**src/hdl/assert_macros.svh**
```systemverilog
// Assertion macros shared by the frame decoder modules.
// Each macro expects clk and rst_n in the scope where it is used.
`ifndef ASSERT_MACROS_SVH
`define ASSERT_MACROS_SVH

// Same-cycle implication, checked outside reset
`define SBFD_ASSERT_IMP(label, ante, cons, msg) \
    label: assert property (@(posedge clk) disable iff (!rst_n) (ante) |-> (cons)) \
        else $error(msg);

// Next-cycle implication, checked outside reset
`define SBFD_ASSERT_NXT(label, ante, cons, msg) \
    label: assert property (@(posedge clk) disable iff (!rst_n) (ante) |=> (cons)) \
        else $error(msg);

`endif

```
**src/hdl/sbfd_pkg.sv**
```systemverilog
// ============================================================================
// sbfd_pkg
// Shared types and constants of the frame decoder and channel scaler.
// ============================================================================
package sbfd_pkg;

    // Frame layout
    localparam int FRAME_BYTES  = 25;
    localparam int FRAME_ADDR_W = $clog2(FRAME_BYTES);
    localparam int NUM_CH       = 18;
    localparam int NUM_ANALOG   = 16;
    localparam int CH_IDX_W     = 5;
    localparam int RAW_W        = 11;
    localparam int BYTE_W       = 8;
    localparam int ACC_W        = 18;
    localparam int BITS_W       = 5;

    localparam logic [BYTE_W-1:0] HEADER_BYTE = 8'h0F;
    localparam logic [BYTE_W-1:0] FOOTER_BYTE = 8'h00;
    localparam logic [RAW_W-1:0]  RAW_FULL    = 11'h7FF;

    // Flag bits of the digital byte
    localparam int DIG0_BIT     = 0;
    localparam int DIG1_BIT     = 1;
    localparam int LOST_BIT     = 2;
    localparam int FAILSAFE_BIT = 3;

    // Arithmetic widths
    localparam int VAL_W      = 16;
    localparam int DIFF_W     = 17;
    localparam int PROD_W     = 28;
    localparam int DIVIDEND_W = 27;
    localparam int DIVISOR_W  = RAW_W;
    localparam int DIV_CNT_W  = $clog2(DIVIDEND_W);
    localparam int SUM_W      = 19;
    localparam int QUO_W      = 18;

    // Q3.13 switch thresholds and levels
    localparam logic signed [VAL_W-1:0] Q_HALF    = 16'sd4096;
    localparam logic signed [VAL_W-1:0] Q_QUARTER = 16'sd2048;
    localparam logic signed [VAL_W-1:0] Q_3QUART  = 16'sd6144;
    localparam logic signed [VAL_W-1:0] Q_ZERO    = 16'sd0;
    localparam logic signed [VAL_W-1:0] Q_ONE     = 16'sd8192;
    localparam logic signed [VAL_W-1:0] Q_TWO     = 16'sd16384;

    // Configuration register indexes
    localparam int CFG_IDX_W  = 3;
    localparam int CFG_DATA_W = 16;

    typedef enum logic [CFG_IDX_W-1:0] {
        CFG_SRC_MIN       = 3'd0,
        CFG_SRC_MAX       = 3'd1,
        CFG_DEST_LOW_S    = 3'd2,
        CFG_DEST_HIGH     = 3'd3,
        CFG_DEST_LOW_U    = 3'd4,
        CFG_THROTTLE_IDX  = 3'd5,
        CFG_ARM_IDX       = 3'd6,
        CFG_MODE_IDX      = 3'd7
    } cfg_idx_t;

    // Sequencer states
    typedef enum logic [3:0] {
        S_IDLE,
        S_RD,
        S_ABS,
        S_EMIT,
        S_PREP,
        S_MUL,
        S_DSTART,
        S_DWAIT,
        S_POST
    } state_t;

    // Divider status toward the sequencer
    typedef struct packed {
        logic busy;
        logic done;
        logic rem_nz;
    } div_stat_t;

endpackage

```
**src/hdl/sbus_frame_decoder_scaler.sv**
```systemverilog
// ============================================================================
// sbus_frame_decoder_scaler
// Serial RC frame decoder with per-channel linear scaling to Q3.13.
// ============================================================================
// Usage:
//   in_valid/in_ready takes one received byte per item; frame_start marks
//   byte 0. Bytes that do not complete a frame are taken back to back.
//   On the 25th byte a good frame is unpacked (a read and an absorb step
//   per buffer byte 1..23, an emit step per 11-bit channel); a bad frame
//   skips this. Then one result item per channel 0..OUT_CHANNELS-1 is
//   written to the output register (out_valid/out_ready) after a multiply
//   and a 27-step shared restoring divide; the divide is skipped if the
//   source range is empty. in_ready stays low until the last one is
//   written; the last result may still wait while the next bytes are
//   taken. A stalled receiver holds the result in the output register and
//   the sequencer waits before writing the next one.
//   Configuration writes take effect at once. Reset clears channels,
//   counters, flags and position; the frame buffer needs no clearing since
//   every frame is fully written before it is read.
// ============================================================================
`include "assert_macros.svh"

module sbus_frame_decoder_scaler #(
    parameter int OUT_CHANNELS = 6
) (
    input  logic                                  clk,
    input  logic                                  rst_n,
    // byte input
    input  logic                                  in_valid,
    output logic                                  in_ready,
    input  logic [sbfd_pkg::BYTE_W-1:0]           frame_byte,
    input  logic                                  frame_start,
    // result output
    output logic                                  out_valid,
    input  logic                                  out_ready,
    output logic [sbfd_pkg::CH_IDX_W-1:0]         channel_index,
    output logic [sbfd_pkg::RAW_W-1:0]            raw_value,
    output logic signed [sbfd_pkg::VAL_W-1:0]     channel_out,
    output logic                                  frame_valid,
    output logic                                  failsafe_flag,
    output logic [31:0]                           lost_count,
    output logic [31:0]                           error_count,
    output logic                                  last_result,
    // configuration
    input  logic                                  cfg_write,
    input  logic [sbfd_pkg::CFG_IDX_W-1:0]        cfg_index,
    input  logic [sbfd_pkg::CFG_DATA_W-1:0]       cfg_data
);
    import sbfd_pkg::*;

    // Configuration registers
    logic [RAW_W-1:0]        src_min_reg;
    logic [RAW_W-1:0]        src_max_reg;
    logic signed [VAL_W-1:0] dest_low_s_reg;
    logic signed [VAL_W-1:0] dest_high_reg;
    logic signed [VAL_W-1:0] dest_low_u_reg;
    logic [CH_IDX_W-1:0]     throttle_idx_reg;
    logic [CH_IDX_W-1:0]     arm_idx_reg;
    logic [CH_IDX_W-1:0]     mode_idx_reg;

    // Sequencer and frame state
    state_t                  state_reg;
    state_t                  state_next;
    logic [FRAME_ADDR_W-1:0] pos_reg;
    logic [FRAME_ADDR_W-1:0] pos_eff;
    logic                    start_ok_reg;
    logic                    frame_ok_reg;
    logic [FRAME_ADDR_W-1:0] src_reg;
    logic [CH_IDX_W-1:0]     ch_reg;
    logic [BITS_W-1:0]       bits_reg;
    logic [ACC_W-1:0]        acc_reg;
    logic [CH_IDX_W-1:0]     k_reg;
    logic [RAW_W-1:0]        chan_store_reg [NUM_CH];
    logic                    failsafe_reg;
    logic [31:0]             lost_cnt_reg;
    logic [31:0]             error_cnt_reg;

    // Scaling datapath
    logic signed [VAL_W-1:0]  dlow_reg;
    logic signed [DIFF_W-1:0] diff_reg;
    logic [RAW_W-1:0]         dx_reg;
    logic                     empty_reg;
    logic                     is_arm_reg;
    logic                     is_mode_reg;
    logic signed [PROD_W-1:0] prod_reg;
    logic signed [PROD_W-1:0] prod_full;

    // Output register
    logic                     out_valid_reg;
    logic [CH_IDX_W-1:0]      out_idx_reg;
    logic [RAW_W-1:0]         out_raw_reg;
    logic signed [VAL_W-1:0]  out_val_reg;
    logic                     out_fv_reg;
    logic                     out_fs_reg;
    logic [31:0]              out_lost_reg;
    logic [31:0]              out_err_reg;
    logic                     out_last_reg;

    // Control strobes
    logic                     accept;
    logic                     frame_done;
    logic                     frame_good;
    logic                     ram_re;
    logic                     div_start;
    logic                     load_out;
    logic                     last_k;
    logic                     dig_step;

    // Frame buffer and divider
    logic [BYTE_W-1:0]        rd_data;
    logic [DIVIDEND_W-1:0]    div_dividend;
    logic [DIVIDEND_W-1:0]    div_quo;
    div_stat_t                div_stat;

    // Per-channel combinational values
    logic [RAW_W-1:0]         raw_k;
    logic                     k_arm;
    logic                     k_mode;
    logic                     k_uni;
    logic signed [VAL_W-1:0]  k_dlow;
    logic [RAW_W-1:0]         k_clip;
    logic [QUO_W-1:0]         uq;
    logic signed [SUM_W-1:0]  q_signed;
    logic signed [SUM_W-1:0]  v_sum;
    logic signed [VAL_W-1:0]  v_lin;
    logic signed [VAL_W-1:0]  v_arm;
    logic signed [VAL_W-1:0]  v_fin;
    logic [PROD_W-1:0]        prod_abs;

    // ------------------------------------------------------------------
    // Input side decode
    // ------------------------------------------------------------------
    assign accept     = in_valid && in_ready;
    assign pos_eff    = frame_start ? '0 : pos_reg;
    assign frame_done = (pos_eff == FRAME_ADDR_W'(FRAME_BYTES - 1));
    assign frame_good = start_ok_reg && (frame_byte == FOOTER_BYTE);
    assign last_k     = (k_reg == CH_IDX_W'(OUT_CHANNELS - 1));
    assign dig_step   = (ch_reg == CH_IDX_W'(NUM_ANALOG));

    sbfd_ram #(
        .WIDTH (BYTE_W),
        .DEPTH (FRAME_BYTES)
    ) u_frame_ram (
        .clk   (clk),
        .we    (accept),
        .waddr (pos_eff),
        .wdata (frame_byte),
        .re    (ram_re),
        .raddr (src_reg),
        .rdata (rd_data)
    );

    // ------------------------------------------------------------------
    // Next state
    // ------------------------------------------------------------------
    always_comb
    begin
        state_next = state_reg;
        case (state_reg)
            S_IDLE:
            begin
                if (accept && frame_done)
                begin
                    state_next = frame_good ? S_RD : S_PREP;
                end
            end
            S_RD:
            begin
                state_next = S_ABS;
            end
            S_ABS:
            begin
                if (dig_step)
                begin
                    state_next = S_PREP;
                end
                else if (bits_reg >= BITS_W'(RAW_W - BYTE_W))
                begin
                    state_next = S_EMIT;
                end
                else
                begin
                    state_next = S_RD;
                end
            end
            S_EMIT:
            begin
                state_next = S_RD;
            end
            S_PREP:
            begin
                state_next = S_MUL;
            end
            S_MUL:
            begin
                state_next = empty_reg ? S_POST : S_DSTART;
            end
            S_DSTART:
            begin
                state_next = S_DWAIT;
            end
            S_DWAIT:
            begin
                if (div_stat.done)
                begin
                    state_next = S_POST;
                end
            end
            S_POST:
            begin
                if (load_out)
                begin
                    state_next = last_k ? S_IDLE : S_PREP;
                end
            end
            default:
            begin
                state_next = S_IDLE;
            end
        endcase
    end

    // ------------------------------------------------------------------
    // Control outputs
    // ------------------------------------------------------------------
    always_comb
    begin
        in_ready  = 1'b0;
        ram_re    = 1'b0;
        div_start = 1'b0;
        load_out  = 1'b0;
        case (state_reg)
            S_IDLE:
            begin
                in_ready = 1'b1;
            end
            S_RD:
            begin
                ram_re = 1'b1;
            end
            S_DSTART:
            begin
                div_start = 1'b1;
            end
            S_POST:
            begin
                load_out = !out_valid_reg || out_ready;
            end
            default:
            begin
                in_ready = 1'b0;
            end
        endcase
    end

    // ------------------------------------------------------------------
    // Channel role and clipping for channel k
    // ------------------------------------------------------------------
    always_comb
    begin
        raw_k  = chan_store_reg[k_reg];
        k_arm  = (arm_idx_reg == k_reg);
        k_mode = (mode_idx_reg == k_reg);
        k_uni  = k_arm || k_mode || (throttle_idx_reg == k_reg);
        k_dlow = k_uni ? dest_low_u_reg : dest_low_s_reg;
        if (raw_k < src_min_reg)
        begin
            k_clip = src_min_reg;
        end
        else if (raw_k > src_max_reg)
        begin
            k_clip = src_max_reg;
        end
        else
        begin
            k_clip = raw_k;
        end
    end

    assign prod_full    = PROD_W'(diff_reg) * PROD_W'($signed({1'b0, dx_reg}));
    assign prod_abs     = prod_reg[PROD_W-1] ? PROD_W'(-prod_reg) : PROD_W'(prod_reg);
    assign div_dividend = prod_abs[DIVIDEND_W-1:0];

    // ------------------------------------------------------------------
    // Floor of the quotient, offset and switch rules
    // ------------------------------------------------------------------
    always_comb
    begin
        uq = div_quo[QUO_W-1:0];
        if (prod_reg[PROD_W-1])
        begin
            q_signed = -$signed({1'b0, uq}) - SUM_W'(div_stat.rem_nz);
        end
        else
        begin
            q_signed = $signed({1'b0, uq});
        end
        v_sum = SUM_W'(dlow_reg) + q_signed;
        v_lin = empty_reg ? dlow_reg : v_sum[VAL_W-1:0];
        if (is_arm_reg)
        begin
            v_arm = (v_lin < Q_HALF) ? Q_ZERO : Q_ONE;
        end
        else
        begin
            v_arm = v_lin;
        end
        if (is_mode_reg)
        begin
            if (v_arm < Q_QUARTER)
            begin
                v_fin = Q_ZERO;
            end
            else if (v_arm < Q_3QUART)
            begin
                v_fin = Q_ONE;
            end
            else
            begin
                v_fin = Q_TWO;
            end
        end
        else
        begin
            v_fin = v_arm;
        end
    end

    sbfd_div u_div (
        .clk      (clk),
        .rst_n    (rst_n),
        .start    (div_start),
        .dividend (div_dividend),
        .divisor  (src_max_reg - src_min_reg),
        .quotient (div_quo),
        .stat     (div_stat)
    );

    // ------------------------------------------------------------------
    // Configuration registers
    // ------------------------------------------------------------------
    always_ff @(posedge clk or negedge rst_n)
    begin
        if (!rst_n)
        begin
            src_min_reg      <= 11'd200;
            src_max_reg      <= 11'd1800;
            dest_low_s_reg   <= -16'sd8192;
            dest_high_reg    <= 16'sd8183;
            dest_low_u_reg   <= 16'sd0;
            throttle_idx_reg <= 5'd0;
            arm_idx_reg      <= 5'd4;
            mode_idx_reg     <= 5'd5;
        end
        else if (cfg_write)
        begin
            case (cfg_idx_t'(cfg_index))
                CFG_SRC_MIN:      src_min_reg      <= cfg_data[RAW_W-1:0];
                CFG_SRC_MAX:      src_max_reg      <= cfg_data[RAW_W-1:0];
                CFG_DEST_LOW_S:   dest_low_s_reg   <= $signed(cfg_data);
                CFG_DEST_HIGH:    dest_high_reg    <= $signed(cfg_data);
                CFG_DEST_LOW_U:   dest_low_u_reg   <= $signed(cfg_data);
                CFG_THROTTLE_IDX: throttle_idx_reg <= cfg_data[CH_IDX_W-1:0];
                CFG_ARM_IDX:      arm_idx_reg      <= cfg_data[CH_IDX_W-1:0];
                CFG_MODE_IDX:     mode_idx_reg     <= cfg_data[CH_IDX_W-1:0];
                default:          src_min_reg      <= src_min_reg;
            endcase
        end
    end

    // ------------------------------------------------------------------
    // Sequencer, frame position, channel store and counters
    // ------------------------------------------------------------------
    always_ff @(posedge clk or negedge rst_n)
    begin
        if (!rst_n)
        begin
            state_reg     <= S_IDLE;
            pos_reg       <= '0;
            start_ok_reg  <= 1'b0;
            frame_ok_reg  <= 1'b0;
            src_reg       <= '0;
            ch_reg        <= '0;
            bits_reg      <= '0;
            k_reg         <= '0;
            failsafe_reg  <= 1'b0;
            lost_cnt_reg  <= '0;
            error_cnt_reg <= '0;
            out_valid_reg <= 1'b0;
            for (int i = 0; i < NUM_CH; i++)
            begin
                chan_store_reg[i] <= '0;
            end
        end
        else
        begin
            state_reg <= state_next;

            // advance byte position, note the header byte
            if (accept)
            begin
                pos_reg <= frame_done ? '0 : pos_eff + 1'b1;
                if (pos_eff == '0)
                begin
                    start_ok_reg <= (frame_byte == HEADER_BYTE);
                end
                if (frame_done)
                begin
                    frame_ok_reg <= frame_good;
                    src_reg      <= FRAME_ADDR_W'(1);
                    ch_reg       <= '0;
                    bits_reg     <= '0;
                    k_reg        <= '0;
                    if (!frame_good)
                    begin
                        error_cnt_reg <= error_cnt_reg + 1'b1;
                    end
                end
            end

            // absorb a byte, or take the digital byte after the last channel
            if (state_reg == S_ABS)
            begin
                if (dig_step)
                begin
                    chan_store_reg[NUM_ANALOG]     <= rd_data[DIG0_BIT] ? RAW_FULL : '0;
                    chan_store_reg[NUM_ANALOG + 1] <= rd_data[DIG1_BIT] ? RAW_FULL : '0;
                    failsafe_reg <= rd_data[FAILSAFE_BIT];
                    if (rd_data[LOST_BIT])
                    begin
                        lost_cnt_reg <= lost_cnt_reg + 1'b1;
                    end
                end
                else
                begin
                    src_reg  <= src_reg + 1'b1;
                    bits_reg <= bits_reg + BITS_W'(BYTE_W);
                end
            end

            // emit one analog channel
            if (state_reg == S_EMIT)
            begin
                chan_store_reg[ch_reg] <= acc_reg[RAW_W-1:0];
                ch_reg   <= ch_reg + 1'b1;
                bits_reg <= bits_reg - BITS_W'(RAW_W);
            end

            // step to next result channel
            if (load_out && !last_k)
            begin
                k_reg <= k_reg + 1'b1;
            end

            // hold result until taken
            if (load_out)
            begin
                out_valid_reg <= 1'b1;
            end
            else if (out_ready)
            begin
                out_valid_reg <= 1'b0;
            end
        end
    end

    // ------------------------------------------------------------------
    // Payload registers
    // ------------------------------------------------------------------
    always_ff @(posedge clk)
    begin
        // bit accumulator
        if (accept && frame_done)
        begin
            acc_reg <= '0;
        end
        else if (state_reg == S_ABS && !dig_step)
        begin
            acc_reg <= acc_reg | (ACC_W'(rd_data) << bits_reg);
        end
        else if (state_reg == S_EMIT)
        begin
            acc_reg <= acc_reg >> RAW_W;
        end

        // operand setup for channel k
        if (state_reg == S_PREP)
        begin
            dlow_reg    <= k_dlow;
            diff_reg    <= DIFF_W'(dest_high_reg) - DIFF_W'(k_dlow);
            dx_reg      <= k_clip - src_min_reg;
            empty_reg   <= (src_max_reg <= src_min_reg);
            is_arm_reg  <= k_arm;
            is_mode_reg <= k_mode;
        end

        if (state_reg == S_MUL)
        begin
            prod_reg <= prod_full;
        end

        if (load_out)
        begin
            out_idx_reg  <= k_reg;
            out_raw_reg  <= raw_k;
            out_val_reg  <= v_fin;
            out_fv_reg   <= frame_ok_reg;
            out_fs_reg   <= failsafe_reg;
            out_lost_reg <= lost_cnt_reg;
            out_err_reg  <= error_cnt_reg;
            out_last_reg <= last_k;
        end
    end

    assign out_valid     = out_valid_reg;
    assign channel_index = out_idx_reg;
    assign raw_value     = out_raw_reg;
    assign channel_out   = out_val_reg;
    assign frame_valid   = out_fv_reg;
    assign failsafe_flag = out_fs_reg;
    assign lost_count    = out_lost_reg;
    assign error_count   = out_err_reg;
    assign last_result   = out_last_reg;

    `SBFD_ASSERT_IMP(a_ready_div_idle, in_ready, !div_stat.busy, "byte taken while dividing")
    `SBFD_ASSERT_IMP(a_last_index, out_valid && last_result, channel_index == CH_IDX_W'(OUT_CHANNELS - 1), "last flag on wrong channel")
    `SBFD_ASSERT_NXT(a_load_valid, load_out, out_valid, "loaded result not shown")

endmodule

```
**src/hdl/sbfd_ram.sv**
```systemverilog
// ============================================================================
// sbfd_ram
// Generic single-write, single-read RAM with registered read data.
// ============================================================================
module sbfd_ram #(
    parameter int WIDTH = 8,
    parameter int DEPTH = 32
) (
    input  logic                     clk,
    input  logic                     we,
    input  logic [$clog2(DEPTH)-1:0] waddr,
    input  logic [WIDTH-1:0]         wdata,
    input  logic                     re,
    input  logic [$clog2(DEPTH)-1:0] raddr,
    output logic [WIDTH-1:0]         rdata
);

    logic [WIDTH-1:0] mem_reg [DEPTH];

    // Write port
    always_ff @(posedge clk)
    begin
        if (we)
        begin
            mem_reg[waddr] <= wdata;
        end
    end

    // Registered read port
    always_ff @(posedge clk)
    begin
        if (re)
        begin
            rdata <= mem_reg[raddr];
        end
    end

endmodule

```
**src/hdl/sbfd_div.sv**
```systemverilog
// ============================================================================
// sbfd_div
// Restoring unsigned divider, one quotient bit per cycle.
// ============================================================================
`include "assert_macros.svh"

module sbfd_div (
    input  logic                                clk,
    input  logic                                rst_n,
    input  logic                                start,
    input  logic [sbfd_pkg::DIVIDEND_W-1:0]     dividend,
    input  logic [sbfd_pkg::DIVISOR_W-1:0]      divisor,
    output logic [sbfd_pkg::DIVIDEND_W-1:0]     quotient,
    output sbfd_pkg::div_stat_t                 stat
);
    import sbfd_pkg::*;

    logic                  busy_reg;
    logic                  done_reg;
    logic [DIV_CNT_W-1:0]  cnt_reg;
    logic [DIVIDEND_W-1:0] quo_reg;
    logic [DIVISOR_W-1:0]  rem_reg;
    logic [DIVISOR_W-1:0]  dvs_reg;
    logic [DIVISOR_W:0]    rem_shift;
    logic [DIVISOR_W:0]    rem_diff;
    logic                  q_bit;

    // One trial subtraction
    assign rem_shift = {rem_reg, quo_reg[DIVIDEND_W-1]};
    assign rem_diff  = rem_shift - {1'b0, dvs_reg};
    assign q_bit     = (rem_shift >= {1'b0, dvs_reg});

    // Control: count iterations, pulse done at the end
    always_ff @(posedge clk or negedge rst_n)
    begin
        if (!rst_n)
        begin
            busy_reg <= 1'b0;
            done_reg <= 1'b0;
            cnt_reg  <= '0;
        end
        else
        begin
            done_reg <= 1'b0;
            if (start)
            begin
                busy_reg <= 1'b1;
                cnt_reg  <= DIV_CNT_W'(DIVIDEND_W - 1);
            end
            else if (busy_reg)
            begin
                cnt_reg <= cnt_reg - 1'b1;
                if (cnt_reg == '0)
                begin
                    busy_reg <= 1'b0;
                    done_reg <= 1'b1;
                end
            end
        end
    end

    // Datapath: shift dividend out, quotient bits in
    always_ff @(posedge clk)
    begin
        if (start)
        begin
            quo_reg <= dividend;
            rem_reg <= '0;
            dvs_reg <= divisor;
        end
        else if (busy_reg)
        begin
            quo_reg <= {quo_reg[DIVIDEND_W-2:0], q_bit};
            rem_reg <= q_bit ? rem_diff[DIVISOR_W-1:0] : rem_shift[DIVISOR_W-1:0];
        end
    end

    assign quotient    = quo_reg;
    assign stat.busy   = busy_reg;
    assign stat.done   = done_reg;
    assign stat.rem_nz = (rem_reg != '0);

    `SBFD_ASSERT_NXT(a_div_start_busy, start, busy_reg, "divider did not start")
    `SBFD_ASSERT_IMP(a_div_done_idle, done_reg, !busy_reg, "done while still busy")
    `SBFD_ASSERT_IMP(a_div_fell_done, $fell(busy_reg), done_reg, "busy dropped without done")

endmodule

```
**config.mk**
```make
export PLATFORM = sky130hd
export DESIGN_NAME = sbus_frame_decoder_scaler
export DESIGN_NICKNAME = d
export VERILOG_FILES = /design/src/hdl/sbfd_pkg.sv /design/src/hdl/sbus_frame_decoder_scaler.sv /design/src/hdl/sbfd_ram.sv /design/src/hdl/sbfd_div.sv
export VERILOG_INCLUDE_DIRS = /design/src /design/src/hdl
export SDC_FILE = /design/constraint.sdc
export NUM_CORES = 2
export LEC_CHECK = 0
export CAP_MARGIN = 20
export CORE_ASPECT_RATIO = 1.4
export CORE_MARGIN = 1
export CORE_UTILIZATION = 60
export DETAILED_ROUTE_END_ITERATION = 10
export DONT_BUFFER_PORTS = 1
export HOLD_SLACK_MARGIN = 0.12
export PLACE_DENSITY = 0.78
export SYNTH_ARGS = -nofsm -noshare
export SYNTH_HDL_FRONTEND = slang
export SYNTH_SLANG_ARGS = --single-unit
```
**constraint.sdc**
```tcl
create_clock -name clk -period 10.2 [get_ports clk]
set_clock_uncertainty 0.05 [all_clocks]
set_input_delay 0.51 -clock clk [delete_from_list [all_inputs] [get_ports clk]]
set_output_delay 0.51 -clock clk [all_outputs]
set_load 0.005 [all_outputs]
```
==> results by group <==
Logic synthesis
  • Number of synthesized flops with an enable pin: between 400 and 500
  • Post-Syn Nets: 4097
  • FFs w/ async S/R, synth: 0.4629
  • Post-synth design cell area: ~0.045 mm^2
  • Syn Area/Cell: 12.23 um^2
  • Largest area contributor in the netlist: edfxtp_1
  • Synth top area share: 0.2778
  • Unique cell type count in the Yosys netlist: 76
  • Mapped Cells: 3711
  • Synth area leaders: edfxtp_1 28%, dfrtp_1 20%, fa_1 7.6%, mux2_2 6.6%, mux4_2 5.1%
  • Synth Warn #: 0
  • Sequential-to-total area share from yosys stat: 0.5045
  • Ys flop type: edfxtp_1
  • #FFs+latches synth: 836

Routing
  • Via count: approximately 28000
  • Post-DR wirelength/cell: 21.95 um
  • DRC: 0
  • Drt initial violations: around 1800
  • Drt pass-1 iters: 5
  • Post-route ant nets: 0
  • Vias per Instance: 6.006
  • Final WL: 103.1 mm

Timing
  • Final setup fails: 0
  • Max Fclk: 143.8 MHz
  • Least-Margin Pin Slew: 1.141 ns
  • Max Slew Vio Count: 0
  • Setup ws final: between 3 and 4 ns
  • RSZ-0062 raised after global routing: no
  • Final Hold Fails: 0
  • Tcrit/Tclk final: 0.6819
  • Slew margin rel.: 0.2338
  • Final setup TNS: 0 ns
  • Min Tclk post-route: 6.955 ns

Global route
  • First-pass GRT wire length: roughly 160 mm
  • Number of global-route vias before repair: 28882
  • Largest net degree at the start of global routing: between 300 and 400
  • Initial antenna violation count: 2
  • Gr ovfl total: 0
  • GRT Resource Usage Total: 0.2761

Placement
  • Hpwl dp: 70.30 mm
  • Dpl cells: ~4500
  • Place WS: 3.315 ns
  • Port bufs: 0
  • Area post-placement: 0.04612 mm^2
  • GP Congestion: 0.8973

CTS
  • Number of buffers created by CTS: 80
  • Clk_lat worst skew: just under 0.7 ns
  • H-tree Lvls: 3
  • # Post-CTS Setup Buffers: 0
  • CTS Sinks: 836
  • CTS tree: built
  • Worst-path clk slew: ~0.060 ns
  • CTS Root Cell: clkbuf_16
  • Hold Buf Count CTS: 29
  • Clock buffer depth: 3
  • CTS resizes: 0

Flow run
  • MaxCap Viol Count: 0

Floorplan
  • Floorplan row count: 119
  • Die Ht: 327.5 um
  • Total I/O pin count: 134
  • DIE WIDTH: 234.5 um
  • Initial Utilization: 0.6050
  • Core Box Area: 0.07504 mm^2
  • Die ar.: 0.07679 mm^2

Final layout
  • Layout cells sized above 1: 0.1550
  • Commonest cells after routing, fill and taps aside: 420 x edfxtp_1, 358 x dfrtp_1, 324 x nand2_1, 314 x inv_1, 267 x mux2_2
  • Synth-to-Final Area Change: 8.410%
  • Area of the multi-input gates: 0.02066 mm^2
  • Fillers: about 5600
  • Max reg flops: 200
  • Design Area, Final: approximately 0.05 mm^2
  • Post-Layout Cell Count: 4699
  • FF/Latch Area: 0.02292 mm^2
  • Final net count: 4053
  • Most common cell after layout, fill and taps aside: edfxtp_1

Setup path
  • Worst Path Required: 10.56 ns
  • Kind of critical path: flip-flop to flip-flop
  • R2r setup slk: 3.24 ns
  • CP Max Fanout: 43
  • CP Launch Type: flip-flop
  • Crit end category: flip-flop
  • CP arrival: approximately 7.3 ns

Power and ir drop
  • Leakage: 21.16 nW
  • Worst VDD drop: roughly 0.00016 V
  • PD cells: 153.2 mW/mm^2

Outcome
  • Outcome: completed

Worst hold path
  • Worst hold path class: input pin to flip-flop
## critical path, stage by stage, from the launching register on
cell,delay (ns)
dfrtp_4,0.94
buf_4,0.58
mux4_2,0.58
mux4_2,0.50
mux2_2,0.32
ha_1,0.30
a21o_1,0.16
a21oi_1,0.21
o21ai_0,0.12
nand3_1,0.57
a21oi_1,0.15
o21ai_0,0.34
ha_1,0.30
nor2b_1,0.13
o21ai_0,0.21
a21boi_0,0.16
o21ai_0,0.23
a21boi_0,0.17
o21a_1,0.21
o21ai_0,0.14
nand2b_1,0.07
a21oi_1,0.17
xnor2_1,0.08
## logic make-up after synthesis
family | Yosys count | synth area share
AO/OA/AOI/OAI | 511 | 0.06652
multiplexers | 437 | 0.1321
XOR/XNOR | 191 | 0.03684
adder cells (fa/ha/maj) | 353 | 0.1257
AND/OR/NAND/NOR | 886 | 0.09270
flip-flops | 836 | 0.5045
buffers and inverters | 497 | 0.04158
## final timing paths
check,from,end,depth (start not counted)
max in group asynchronous,rst_n,lost_cnt_reg[18],4
worst max-delay path,k_reg[0],dx_reg[9],22
min in group asynchronous,rst_n,dest_high_reg[14],2
worst min-delay path,frame_start,pos_reg[0],3
worst min register to register,failsafe_reg,failsafe_flag,0
worst max register to register,k_reg[0],dx_reg[9],22
## where the power goes
part	switching, mW	leakage (nW)	internal [mW]
combinational	0.474	10.9	0.319
clock	1.33	1.29	1.66
sequential	0.0612	8.98	3.69
## Yosys cell counts, types with 96 or more instances
library cell  count
and2_1           96
inv_1           314
a21oi_1         163
dfrtp_1         362
fa_1            172
clkbuf_1        146
nand2_1         325
edfxtp_1        420
xnor2_1         124
ha_1            181
mux2_2          267
mux4_2          103
nor2_1          192
o21ai_0         187
## metrics by stage
step	total power, mW	hold WS (ns)	utilization
floorplan	4.338	0.1644	-
global placement	4.525	0.1699	0.6146
detailed placement	4.546	0.1687	0.6146
CTS	7.582	0.1357	0.6541
global route	7.806	0.1783	0.6559
finish	7.542	0.1634	0.6559
## cell type report
type                            count  share of cell area
Inverter                          315             0.02405
Antenna cell                        1          0.00005084
Multi-Input combinational cell   2378              0.4197
Tap cell                          968             0.02461
Clock inverter                     32            0.007397
Timing Repair Buffer               56             0.01220
Sequential cell                   836              0.4656
Clock buffer                      113             0.04649
## routing by layer
layer  vias to the layer above  track usage  wire length, um
met2                       755       0.4795            53980
met1                     14355       0.3267            38530
met5                         -            0                0
met3                       235      0.03891             4585
li1                      12879            -                -
met4                         0       0.1553             6033
Note: power is estimated with default switching activity, not from simulation.
